### config.mk
export PLATFORM = sky130hd
export DESIGN_NAME = uart_duty_command_parser
export DESIGN_NICKNAME = d
export VERILOG_FILES = /design/src/rtl/udcp_pkg.sv /design/src/rtl/uart_duty_command_parser.sv /design/src/rtl/udcp_line.sv
export VERILOG_INCLUDE_DIRS = /design/src /design/src/rtl
export SDC_FILE = /design/constraint.sdc
export NUM_CORES = 1
export LEC_CHECK = 0
export BUFFER_PORTS_ARGS = -buffer_cell sky130_fd_sc_hd__buf_2
export CELL_PAD_IN_SITES_DETAIL_PLACEMENT = 1
export CELL_PAD_IN_SITES_GLOBAL_PLACEMENT = 1
export CORE_MARGIN = 4
export CORE_UTILIZATION = 49
export DETAILED_ROUTE_END_ITERATION = 6
export GPL_TIMING_DRIVEN = 0
export PLACE_DENSITY = 0.87
export RECOVER_POWER = 100
export SETUP_SLACK_MARGIN = 0.3
export SYNTH_ARGS = -nofsm -noshare
export SYNTH_HDL_FRONTEND = slang
export SYNTH_SLANG_ARGS = --single-unit
export TNS_END_PERCENT = 100
### constraint.sdc
create_clock -name clock -period 12.9 [get_ports clock]
set_clock_uncertainty 0.15 [all_clocks]
set_input_delay 2.58 -clock clock [delete_from_list [all_inputs] [get_ports clock]]
set_output_delay 2.58 -clock clock [all_outputs]
set_load 0.005 [all_outputs]
### src/rtl/assert_macros.svh
// ----------------------------------------------------------------------------
// assert_macros.svh
// Concurrent assertion shorthands shared by the RTL.
// ----------------------------------------------------------------------------
`ifndef ASSERT_MACROS_SVH
`define ASSERT_MACROS_SVH

// property holds at every clock edge out of reset
`define UDCP_ASSERT(label, clk, rst, prop, msg) \
   label: assert property (@(posedge clk) disable iff (rst) (prop)) else $error(msg);

// antecedent implies consequent in the same cycle
`define UDCP_ASSERT_IMPLY(label, clk, rst, ante, cons, msg) \
   label: assert property (@(posedge clk) disable iff (rst) (ante) |-> (cons)) else $error(msg);

// antecedent implies consequent in the next cycle
`define UDCP_ASSERT_NEXT(label, clk, rst, ante, cons, msg) \
   label: assert property (@(posedge clk) disable iff (rst) (ante) |=> (cons)) else $error(msg);

`endif

### src/rtl/udcp_pkg.sv
// ----------------------------------------------------------------------------
// udcp_pkg
// Types and constants of the UART duty command parser.
// ----------------------------------------------------------------------------
package udcp_pkg;

   typedef struct packed {
      logic       command;
      logic [7:0] rx_byte;
   } req_payload_type;

   typedef struct packed {
      logic        echo_valid;
      logic [7:0]  echo_byte;
      logic [3:0]  event_res;
      logic [15:0] pulse_width;
   } rsp_payload_type;

   typedef enum logic [3:0] {
      EV_NONE    = 4'd0,
      EV_EMPTY   = 4'd1,
      EV_LONG    = 4'd2,
      EV_BLANK   = 4'd3,
      EV_OK      = 4'd4,
      EV_MISSING = 4'd5,
      EV_INVALID = 4'd6,
      EV_RANGE   = 4'd7,
      EV_UNKNOWN = 4'd8
   } event_code_type;

   typedef enum logic [2:0] {
      PH_LEAD,
      PH_KEY,
      PH_GAP,
      PH_NUMSTART,
      PH_NUMBODY,
      PH_DONE
   } phase_type;

   localparam logic [1:0] CSR_PERIOD = 2'd0;
   localparam logic [1:0] CSR_MIN    = 2'd1;
   localparam logic [1:0] CSR_MAX    = 2'd2;

   localparam logic [15:0] PERIOD_RESET = 16'd5581;
   localparam logic [6:0]  MIN_RESET    = 7'd5;
   localparam logic [6:0]  MAX_RESET    = 7'd96;
   localparam logic [15:0] PULSE_RESET  = 16'd1674;

   // "PSYN", first letter at index 0
   localparam logic [3:0][7:0] KEYWORD = {8'h4E, 8'h59, 8'h53, 8'h50};

   localparam int PERCENT_FULL = 100;
   localparam int RECIP_SHIFT  = 23;
   localparam int RECIP_W      = 24;

   typedef logic [PERCENT_FULL:0][RECIP_W-1:0] recip_lut_type;

   // ceil(p * 2^23 / 100): floor(period * lut[p] >> 23) == period * p / 100
   function automatic recip_lut_type build_recip_lut();
      recip_lut_type lut;
      for (int i = 0; i <= PERCENT_FULL; i++) begin
         lut[i] = RECIP_W'(((64'(i) << RECIP_SHIFT) + 64'(PERCENT_FULL - 1)) / PERCENT_FULL);
      end
      return lut;
   endfunction

   localparam recip_lut_type RECIP_LUT = build_recip_lut();

endpackage

### src/rtl/uart_duty_command_parser.sv
// Latency: a result item is offered the cycle after its input item is accepted when the result queue is empty.
// Throughput: one item per cycle while the result queue is not full; the parse state updates in the accept cycle.
// A two-entry result queue keeps req_ready high while one result waits.
// Reset (synchronous, active high) clears the line parse and the queue,
// loads pulse 1674 and the registers with period 5581, min 5, max 96.
// ----------------------------------------------------------------------------
// uart_duty_command_parser
// Echoes UART bytes and parses PSYN duty commands into a PWM pulse width.
// ----------------------------------------------------------------------------
`include "assert_macros.svh"

module uart_duty_command_parser
   import udcp_pkg::*;
#(
   parameter int LINE_BUFFER_SIZE = 128
) (
   input  logic            clock,
   input  logic            reset,

   input  logic            req_valid,
   output logic            req_ready,
   input  req_payload_type req_data,

   output logic            rsp_valid,
   input  logic            rsp_ready,
   output rsp_payload_type rsp_data,

   input  logic            csr_psel,
   input  logic            csr_penable,
   input  logic            csr_pwrite,
   input  logic [3:0]      csr_paddr,
   input  logic [31:0]     csr_pwdata,
   output logic [31:0]     csr_prdata,
   output logic            csr_pready
);

   logic [15:0]     period_ff;
   logic [6:0]      min_ff, max_ff;
   logic            csr_wr;
   logic [1:0]      csr_index;

   logic            take, give;
   rsp_payload_type line_rsp;
   rsp_payload_type head_ff, head_in, tail_ff, tail_in;
   logic [1:0]      cnt_ff, cnt_in;

   // configuration registers
   assign csr_pready = 1'b1;
   assign csr_wr     = csr_psel && csr_penable && csr_pwrite;
   assign csr_index  = csr_paddr[3:2];

   always_ff @(posedge clock) begin
      if (reset) begin
         period_ff <= PERIOD_RESET;
         min_ff    <= MIN_RESET;
         max_ff    <= MAX_RESET;
      end else if (csr_wr) begin
         case (csr_index)
            CSR_PERIOD: period_ff <= csr_pwdata[15:0];
            CSR_MIN:    min_ff    <= csr_pwdata[6:0];
            CSR_MAX:    max_ff    <= csr_pwdata[6:0];
            default: begin
            end
         endcase
      end
   end

   always_comb begin
      case (csr_index)
         CSR_PERIOD: csr_prdata = {16'd0, period_ff};
         CSR_MIN:    csr_prdata = {25'd0, min_ff};
         CSR_MAX:    csr_prdata = {25'd0, max_ff};
         default:    csr_prdata = 32'd0;
      endcase
   end

   // parser
   assign take = req_valid && req_ready;

   udcp_line #(
      .LINE_BUFFER_SIZE(LINE_BUFFER_SIZE)
   ) u_line (
      .clock       (clock),
      .reset       (reset),
      .item_take   (take),
      .req_data    (req_data),
      .pwm_period  (period_ff),
      .min_percent (min_ff),
      .max_percent (max_ff),
      .rsp_data    (line_rsp)
   );

   // two-entry result queue
   assign req_ready = (cnt_ff != 2'd2);
   assign rsp_valid = (cnt_ff != 2'd0);
   assign rsp_data  = head_ff;
   assign give      = rsp_valid && rsp_ready;

   always_comb begin
      head_in = head_ff;
      tail_in = tail_ff;
      cnt_in  = cnt_ff;
      if (take && !give) begin
         if (cnt_ff == 2'd0) begin
            head_in = line_rsp;
         end else begin
            tail_in = line_rsp;
         end
         cnt_in = cnt_ff + 2'd1;
      end else if (give && !take) begin
         head_in = tail_ff;
         cnt_in  = cnt_ff - 2'd1;
      end else if (give && take) begin
         if (cnt_ff == 2'd1) begin
            head_in = line_rsp;
         end else begin
            head_in = tail_ff;
            tail_in = line_rsp;
         end
      end
   end

   always_ff @(posedge clock) begin
      if (reset) begin
         cnt_ff <= 2'd0;
      end else begin
         cnt_ff <= cnt_in;
      end
   end

   always_ff @(posedge clock) begin
      head_ff <= head_in;
      tail_ff <= tail_in;
   end

   `UDCP_ASSERT(a_cnt_bound, clock, reset, cnt_ff != 2'd3, "result queue count out of range")
   `UDCP_ASSERT_NEXT(a_take_shows, clock, reset, take && !give && (cnt_ff == 2'd0), rsp_valid && (rsp_data == $past(line_rsp)), "accepted item not presented")
   `UDCP_ASSERT_NEXT(a_period_wr, clock, reset, csr_wr && (csr_index == CSR_PERIOD), period_ff == $past(csr_pwdata[15:0]), "period write lost")

endmodule

### src/rtl/udcp_line.sv
// ----------------------------------------------------------------------------
// udcp_line
// Per-byte line parser and pulse register; one item per cycle while item_take is high.
// ----------------------------------------------------------------------------
`include "assert_macros.svh"

module udcp_line
   import udcp_pkg::*;
#(
   parameter int LINE_BUFFER_SIZE = 128
) (
   input  logic            clock,
   input  logic            reset,
   input  logic            item_take,
   input  req_payload_type req_data,
   input  logic [15:0]     pwm_period,
   input  logic [6:0]      min_percent,
   input  logic [6:0]      max_percent,
   output rsp_payload_type rsp_data
);

   localparam int LEN_W = $clog2(LINE_BUFFER_SIZE);
   localparam logic [LEN_W-1:0] LEN_LIMIT = LEN_W'(LINE_BUFFER_SIZE - 1);

   localparam logic [7:0] CH_TAB   = 8'h09;
   localparam logic [7:0] CH_LF    = 8'h0A;
   localparam logic [7:0] CH_VT    = 8'h0B;
   localparam logic [7:0] CH_FF    = 8'h0C;
   localparam logic [7:0] CH_CR    = 8'h0D;
   localparam logic [7:0] CH_SPACE = 8'h20;
   localparam logic [7:0] CH_PLUS  = 8'h2B;
   localparam logic [7:0] CH_MINUS = 8'h2D;
   localparam logic [7:0] CH_ZERO  = 8'h30;
   localparam logic [7:0] CH_NINE  = 8'h39;
   localparam logic [7:0] CH_LOW_A = 8'h61;
   localparam logic [7:0] CH_LOW_Z = 8'h7A;
   localparam logic [7:0] CASE_GAP = 8'h20;
   localparam logic [6:0] NUM_SAT  = 7'd127;
   localparam logic [6:0] PCT_MAX  = 7'(PERCENT_FULL);
   localparam logic [2:0] KW_LEN   = 3'd4;

   logic [LEN_W-1:0] line_length_ff, line_length_in;
   phase_type        phase_ff, phase_in;
   logic [2:0]       kw_matched_ff, kw_matched_in;
   logic             kw_mismatch_ff, kw_mismatch_in;
   logic             num_negative_ff, num_negative_in;
   logic [6:0]       num_value_ff, num_value_in;
   logic             digits_seen_ff, digits_seen_in;
   logic             num_bad_ff, num_bad_in;
   logic [15:0]      pulse_ff, pulse_in;

   logic [7:0]       c;
   logic             is_ws, is_delim, is_digit, is_eol;
   logic [7:0]       upper;
   logic [10:0]      digit_sum;
   logic [6:0]       digit_value;
   phase_type        eff_phase;
   event_code_type   fin_ev, ev;
   logic             clear;
   logic [6:0]       pct;
   logic [39:0]      product;
   logic [15:0]      quot, clamped, pulse_calc;

   assign c        = req_data.rx_byte;
   assign is_ws    = (c == CH_SPACE) || ((c >= CH_TAB) && (c <= CH_CR));
   assign is_delim = (c == CH_SPACE) || (c == CH_TAB);
   assign is_digit = (c >= CH_ZERO) && (c <= CH_NINE);
   assign is_eol   = (c == CH_CR) || (c == CH_LF);
   assign upper    = ((c >= CH_LOW_A) && (c <= CH_LOW_Z)) ? c - CASE_GAP : c;

   assign digit_sum   = ({4'd0, num_value_ff} << 3) + ({4'd0, num_value_ff} << 1)
                        + {7'd0, c[3:0]};
   assign digit_value = (digit_sum > {4'd0, NUM_SAT}) ? NUM_SAT : digit_sum[6:0];

   // pulse = period * pct / 100 through the reciprocal table, limited to period - 1 and raised to at least 1
   assign pct        = (num_value_ff > PCT_MAX) ? PCT_MAX : num_value_ff;
   assign product    = {24'd0, pwm_period} * {16'd0, RECIP_LUT[pct]};
   assign quot       = product[RECIP_SHIFT+15:RECIP_SHIFT];
   assign clamped    = (quot >= pwm_period) ? pwm_period - 16'd1 : quot;
   assign pulse_calc = (clamped == 16'd0) ? 16'd1 : clamped;

   always_comb begin
      if (phase_ff == PH_LEAD) begin
         fin_ev = EV_BLANK;
      end else if (kw_mismatch_ff || (kw_matched_ff != KW_LEN)) begin
         fin_ev = EV_UNKNOWN;
      end else if ((phase_ff == PH_KEY) || (phase_ff == PH_GAP)) begin
         fin_ev = EV_MISSING;
      end else if (num_bad_ff || !digits_seen_ff) begin
         fin_ev = EV_INVALID;
      end else if (num_negative_ff && (num_value_ff != 7'd0)) begin
         fin_ev = EV_RANGE;
      end else if ((num_value_ff < min_percent) || (num_value_ff > max_percent)) begin
         fin_ev = EV_RANGE;
      end else begin
         fin_ev = EV_OK;
      end
   end

   // leading whitespace and the gap fall through into the next phase
   always_comb begin
      if ((phase_ff == PH_LEAD) && !is_ws) begin
         eff_phase = PH_KEY;
      end else if ((phase_ff == PH_GAP) && !is_delim) begin
         eff_phase = PH_NUMSTART;
      end else begin
         eff_phase = phase_ff;
      end
   end

   always_comb begin
      line_length_in  = line_length_ff;
      phase_in        = eff_phase;
      kw_matched_in   = kw_matched_ff;
      kw_mismatch_in  = kw_mismatch_ff;
      num_negative_in = num_negative_ff;
      num_value_in    = num_value_ff;
      digits_seen_in  = digits_seen_ff;
      num_bad_in      = num_bad_ff;
      pulse_in        = pulse_ff;
      ev              = EV_NONE;
      clear           = 1'b0;

      if (req_data.command) begin
         clear = 1'b1;
      end else if (is_eol) begin
         clear = 1'b1;
         if (line_length_ff != '0) begin
            ev = fin_ev;
            if (fin_ev == EV_OK) begin
               pulse_in = pulse_calc;
            end
         end else begin
            ev = EV_EMPTY;
         end
      end else if (line_length_ff < LEN_LIMIT) begin
         line_length_in = line_length_ff + LEN_W'(1);
         case (eff_phase)
            PH_KEY: begin
               if (is_delim) begin
                  phase_in = (kw_mismatch_ff || (kw_matched_ff != KW_LEN)) ? PH_DONE : PH_GAP;
               end else if ((kw_matched_ff < KW_LEN) && (upper == KEYWORD[kw_matched_ff[1:0]])) begin
                  kw_matched_in = kw_matched_ff + 3'd1;
               end else begin
                  kw_mismatch_in = 1'b1;
               end
            end
            PH_NUMSTART: begin
               if (is_delim) begin
                  phase_in = PH_DONE;
               end else if ((c == CH_VT) || (c == CH_FF)) begin
                  phase_in = PH_NUMSTART;
               end else if ((c == CH_PLUS) || (c == CH_MINUS)) begin
                  num_negative_in = (c == CH_MINUS);
                  phase_in        = PH_NUMBODY;
               end else begin
                  if (is_digit) begin
                     num_value_in   = digit_value;
                     digits_seen_in = 1'b1;
                  end else begin
                     num_bad_in = 1'b1;
                  end
                  phase_in = PH_NUMBODY;
               end
            end
            PH_NUMBODY: begin
               if (is_delim) begin
                  phase_in = PH_DONE;
               end else if (is_digit) begin
                  num_value_in   = digit_value;
                  digits_seen_in = 1'b1;
               end else begin
                  num_bad_in = 1'b1;
               end
            end
            default: begin
            end
         endcase
      end else begin
         clear = 1'b1;
         ev    = EV_LONG;
      end

      if (clear) begin
         line_length_in  = '0;
         phase_in        = PH_LEAD;
         kw_matched_in   = 3'd0;
         kw_mismatch_in  = 1'b0;
         num_negative_in = 1'b0;
         num_value_in    = 7'd0;
         digits_seen_in  = 1'b0;
         num_bad_in      = 1'b0;
      end
   end

   always_ff @(posedge clock) begin
      if (reset) begin
         line_length_ff  <= '0;
         phase_ff        <= PH_LEAD;
         kw_matched_ff   <= 3'd0;
         kw_mismatch_ff  <= 1'b0;
         num_negative_ff <= 1'b0;
         num_value_ff    <= 7'd0;
         digits_seen_ff  <= 1'b0;
         num_bad_ff      <= 1'b0;
         pulse_ff        <= PULSE_RESET;
      end else if (item_take) begin
         line_length_ff  <= line_length_in;
         phase_ff        <= phase_in;
         kw_matched_ff   <= kw_matched_in;
         kw_mismatch_ff  <= kw_mismatch_in;
         num_negative_ff <= num_negative_in;
         num_value_ff    <= num_value_in;
         digits_seen_ff  <= digits_seen_in;
         num_bad_ff      <= num_bad_in;
         pulse_ff        <= pulse_in;
      end
   end

   assign rsp_data.echo_valid  = !req_data.command;
   assign rsp_data.echo_byte   = req_data.command ? 8'd0 : c;
   assign rsp_data.event_res   = ev;
   assign rsp_data.pulse_width = pulse_in;

   `UDCP_ASSERT_IMPLY(a_phase_has_len, clock, reset, phase_ff != PH_LEAD, line_length_ff != '0, "parse phase advanced on an empty line")
   `UDCP_ASSERT(a_kw_bound, clock, reset, kw_matched_ff <= KW_LEN, "keyword match count past keyword length")
   `UDCP_ASSERT_IMPLY(a_ok_pulse, clock, reset, item_take && (ev == EV_OK), (pulse_in != 16'd0) && (pulse_in != 16'hFFFF || pwm_period == 16'd0), "ok event with bad pulse")

endmodule
==> out/metrics.cfg <==
[cells_and_area]
drive_above_1_share_pct = 9.34
final_core_util_pct = 55.6
top_library_cells_by_usage_in_the_layout_fill_and_taps_aside = sky130_fd_sc_hd__inv_1 (431), sky130_fd_sc_hd__nand2_1 (423), sky130_fd_sc_hd__fa_1 (306)
filler_cell_count = 5676
fin_cells = 3599
design.final.nets = 3517
layout.cells.most_common = sky130_fd_sc_hd__inv_1
areaGrowthSynthToFinish_pct = 11.4

[clock_tree]
cts_tree = yes
htree_levels = 4
cts_hold_buf = 0
clk_path_buf_depth = 2
cts.sinks = 130
cts_buffers = 17
worst_skew_pair.late_latency_ps = 430
clkTransAtPathRegs_ps = 70
root_buffer = sky130_fd_sc_hd__clkbuf_16

[yosys]
ys_ff_latch = 130
synth_warnings = 0
asyncSetResetFlopFracSynth_pct = 0
synth-main-ff-cell = sky130_fd_sc_hd__dfxtp_1
synth-seq-area-share_pct = 14.0
syn-instance-count = 2831
syn-cell-area_mm2 = 0.0228
synthDistinctLibCells = 83
synth_edf_count = 58
synthesized_area_divided_by_synthesized_cell_count_um2 = 8.06

[run_status]
status = complete, but fails checks
failed_checks = max-capacitance violations, max-slew violations

[die]
initial_standard_cell_utilization_of_the_core_pct = 49.9
die_w_um = 224
floorplan.core_area_mm2 = 0.0457
floorplan.die_area_mm2 = 0.0501
die-height_um = 224
ios = 116
core.rowCount = 78

[placement]
dp.final_hpwl_um = 72200
dp.cells = 3529
port_buffers = 79
routabilityCongestion = 0.970
dp_worst_setup_slack_ps = -2830

[global_route]
antenna_found_initial = 3
pin_count_of_the_biggest_net_entering_global_routing = 17
grt_util_all_layers_pct = 36.1
first_global_vias = 24500
first_pass_grt_wire_length_um = 141000
grt-ovfl-total = 0

[setup_path]
critical_path.startpoint = u_line.num_value_ff[3]
reg2reg_from = u_line.num_value_ff[3]
path_common_cell = sky130_fd_sc_hd__fa_1
critPathMaxStageDelay_ps = 640
cp_max_fo = 10
worstPathArrival_ps = 12460
setup.worst_path.class = flop to flop
cp-start-kind = flop
required_ps = 12930
setup.worst_path.end_class = flop
worst_path_max_delay_cell = sky130_fd_sc_hd__a2111oi_2

[timing]
hold_viol_final = 0
finalMaxSlewViolations = 16
fmax_ghz = 0.0805
slew_at_the_pin_with_the_worst_max_slew_slack_ps = 2050
final-setup-viol-count = 0
grt_setup_unrepaired = false
final_worst_path_period_share_pct = 96.3
timing.final.ws_setup_ps = 471
post-route-min-period_ps = 12430
worst_slew_margin_rel_pct = -38.3

[drt]
drt_first_iter_violations = 1998
via_per_inst = 6.17
met2WireLength_um = 44200
detailed_routing_wirelength_on_met1_um = 35200
first_pass_iters = 5
number_of_remaining_drc_errors = 0
num_vias = 22200
drtAntennaViolNets = 0
drt_wl_total_um = 91900
routedWlPerCell_um = 25.5
met3WireLength_um = 6700
top_signal_layer_used = met5

[min_path]
hold_path_startpoint = u_line.pulse_ff[8]
min-delay-path-class = flop to flop

[power]
leakage_nw = 11.3
powerDensity_mw_per_mm2 = 55.4
vdd.ir_drop.worst_mv = 0.0966

[flow_run]
timing.max_cap.violations = 1

Yosys cell counts (all sizes together) (11+ instances only):
cell type	n	area share [%]
o21ai	122	2.7
a31oi	13	0.36
nand3	30	0.66
a21oi	182	4.0
inv	434	7.1
edfxtp	58	7.6
dfxtp	72	6.3
mux2i	31	1.4
or3	14	0.38
nor3	54	1.2
xnor2	36	1.4
nor4	16	0.44
nor2	172	2.8
nor2b	19	0.52
a211o	19	0.73
xor2	17	0.65
a21o	23	0.76
ha	175	9.6
mux2	20	0.99
fa	306	27
buf	50	1.3
o21a	11	0.36
clkbuf	153	2.5
o211ai	20	0.66
a211oi	37	1.2
nand4	27	0.77
o22ai	19	0.52
nand2	426	7.0
and2	133	3.6
worst paths after layout:
path / endpoint / slack, ps / depth (start not counted)
max: rsp_data[12] / 470 / 41
min: u_line.pulse_ff[8] / 320 / 2
max reg2reg: rsp_data[12] / 470 / 41
min reg2reg: u_line.pulse_ff[8] / 320 / 2
kinds of logic (layout without fill, tap and decap cells):
group | Yosys count | count (layout) | synth area share (%)
multiplexers | 57 | 57 | 2.94
XOR/XNOR | 53 | 53 | 2.03
AO/OA/AOI/OAI | 537 | 537 | 14.9
flip-flops | 130 | 130 | 14.0
AND/OR/NAND/NOR | 930 | 930 | 18.6
other | 2 | 19 | 0.0329
buffers and inverters | 639 | 790 | 11.0
adder cells (fa/ha/maj) | 483 | 483 | 36.5
power by group:
group          leakage [nW]  total (mW)  switching [mW]  internal [mW]
logic                  9.93       0.353           0.243          0.111
registers              1.13       0.575          0.0324          0.543
clock network         0.267       0.479           0.210          0.270
total                  11.3        1.41           0.485          0.923
area by class of cell:
class	instances	area, µm²	share of cell area [%]
tap	600	751	2.95
clock buffer	17	425	1.67
sequential	130	3190	12.5
multi-input combinational	2077	17600	69.2
inverter	436	1640	6.46
timing repair buffer	119	643	2.53
buffer	203	1020	4.01
antenna	2	5.00	0.0197
clock inverter	15	145	0.571
registers in the layout (all words and copies together) (netlist names), 3 cells and up:
name / count
u_line.kw_matched_ff: 3
u_line.line_length_ff: 7
min_ff: 7
period_ff: 16
tail_ff: 29
u_line.num_value_ff: 7
u_line.pulse_ff: 16
rsp_data: 29
u_line.phase_ff: 3
max_ff: 7
per-stage QoR:
step | hold WS (ps) | TNS (ps) | instance area (µm²) | power, mW
2_1_floorplan | 278 | 0 | 22900 | 0.771
3_3_place_gp | 289 | -98380 | 24000 | 0.895
3_5_place_dp | 312 | -111930 | 24100 | 0.942
4_1_cts | 320 | 0 | 25200 | 1.42
5_1_grt | 346 | 0 | 25400 | 1.47
6_report | 320 | 0 | 25400 | 1.41
repair_timing:
item / CTS / global route
pin swaps: 10 / 18
resized for setup: 114 / 90
buffers inserted: 22 / 14
endpoints found under the setup margin: 48 / 48
metal layers:
layer | track usage (%) | vias up
li1 | - | 9500
met1 | 44.1 | 11200
met4 | 19.8 | 2
met5 | 0 | -
met3 | 6.47 | 345
met2 | 60.7 | 1093
worst max-delay path, delay by kind of cell, from the launching register on:
family	cells	cell delay [ps]
buf+inv	11	2080
simple gates	11	2450
flops	1	370
mux	1	370
compound gates	9	2490
fa+ha+maj	9	4220
(Power assumes the default switching activity.)
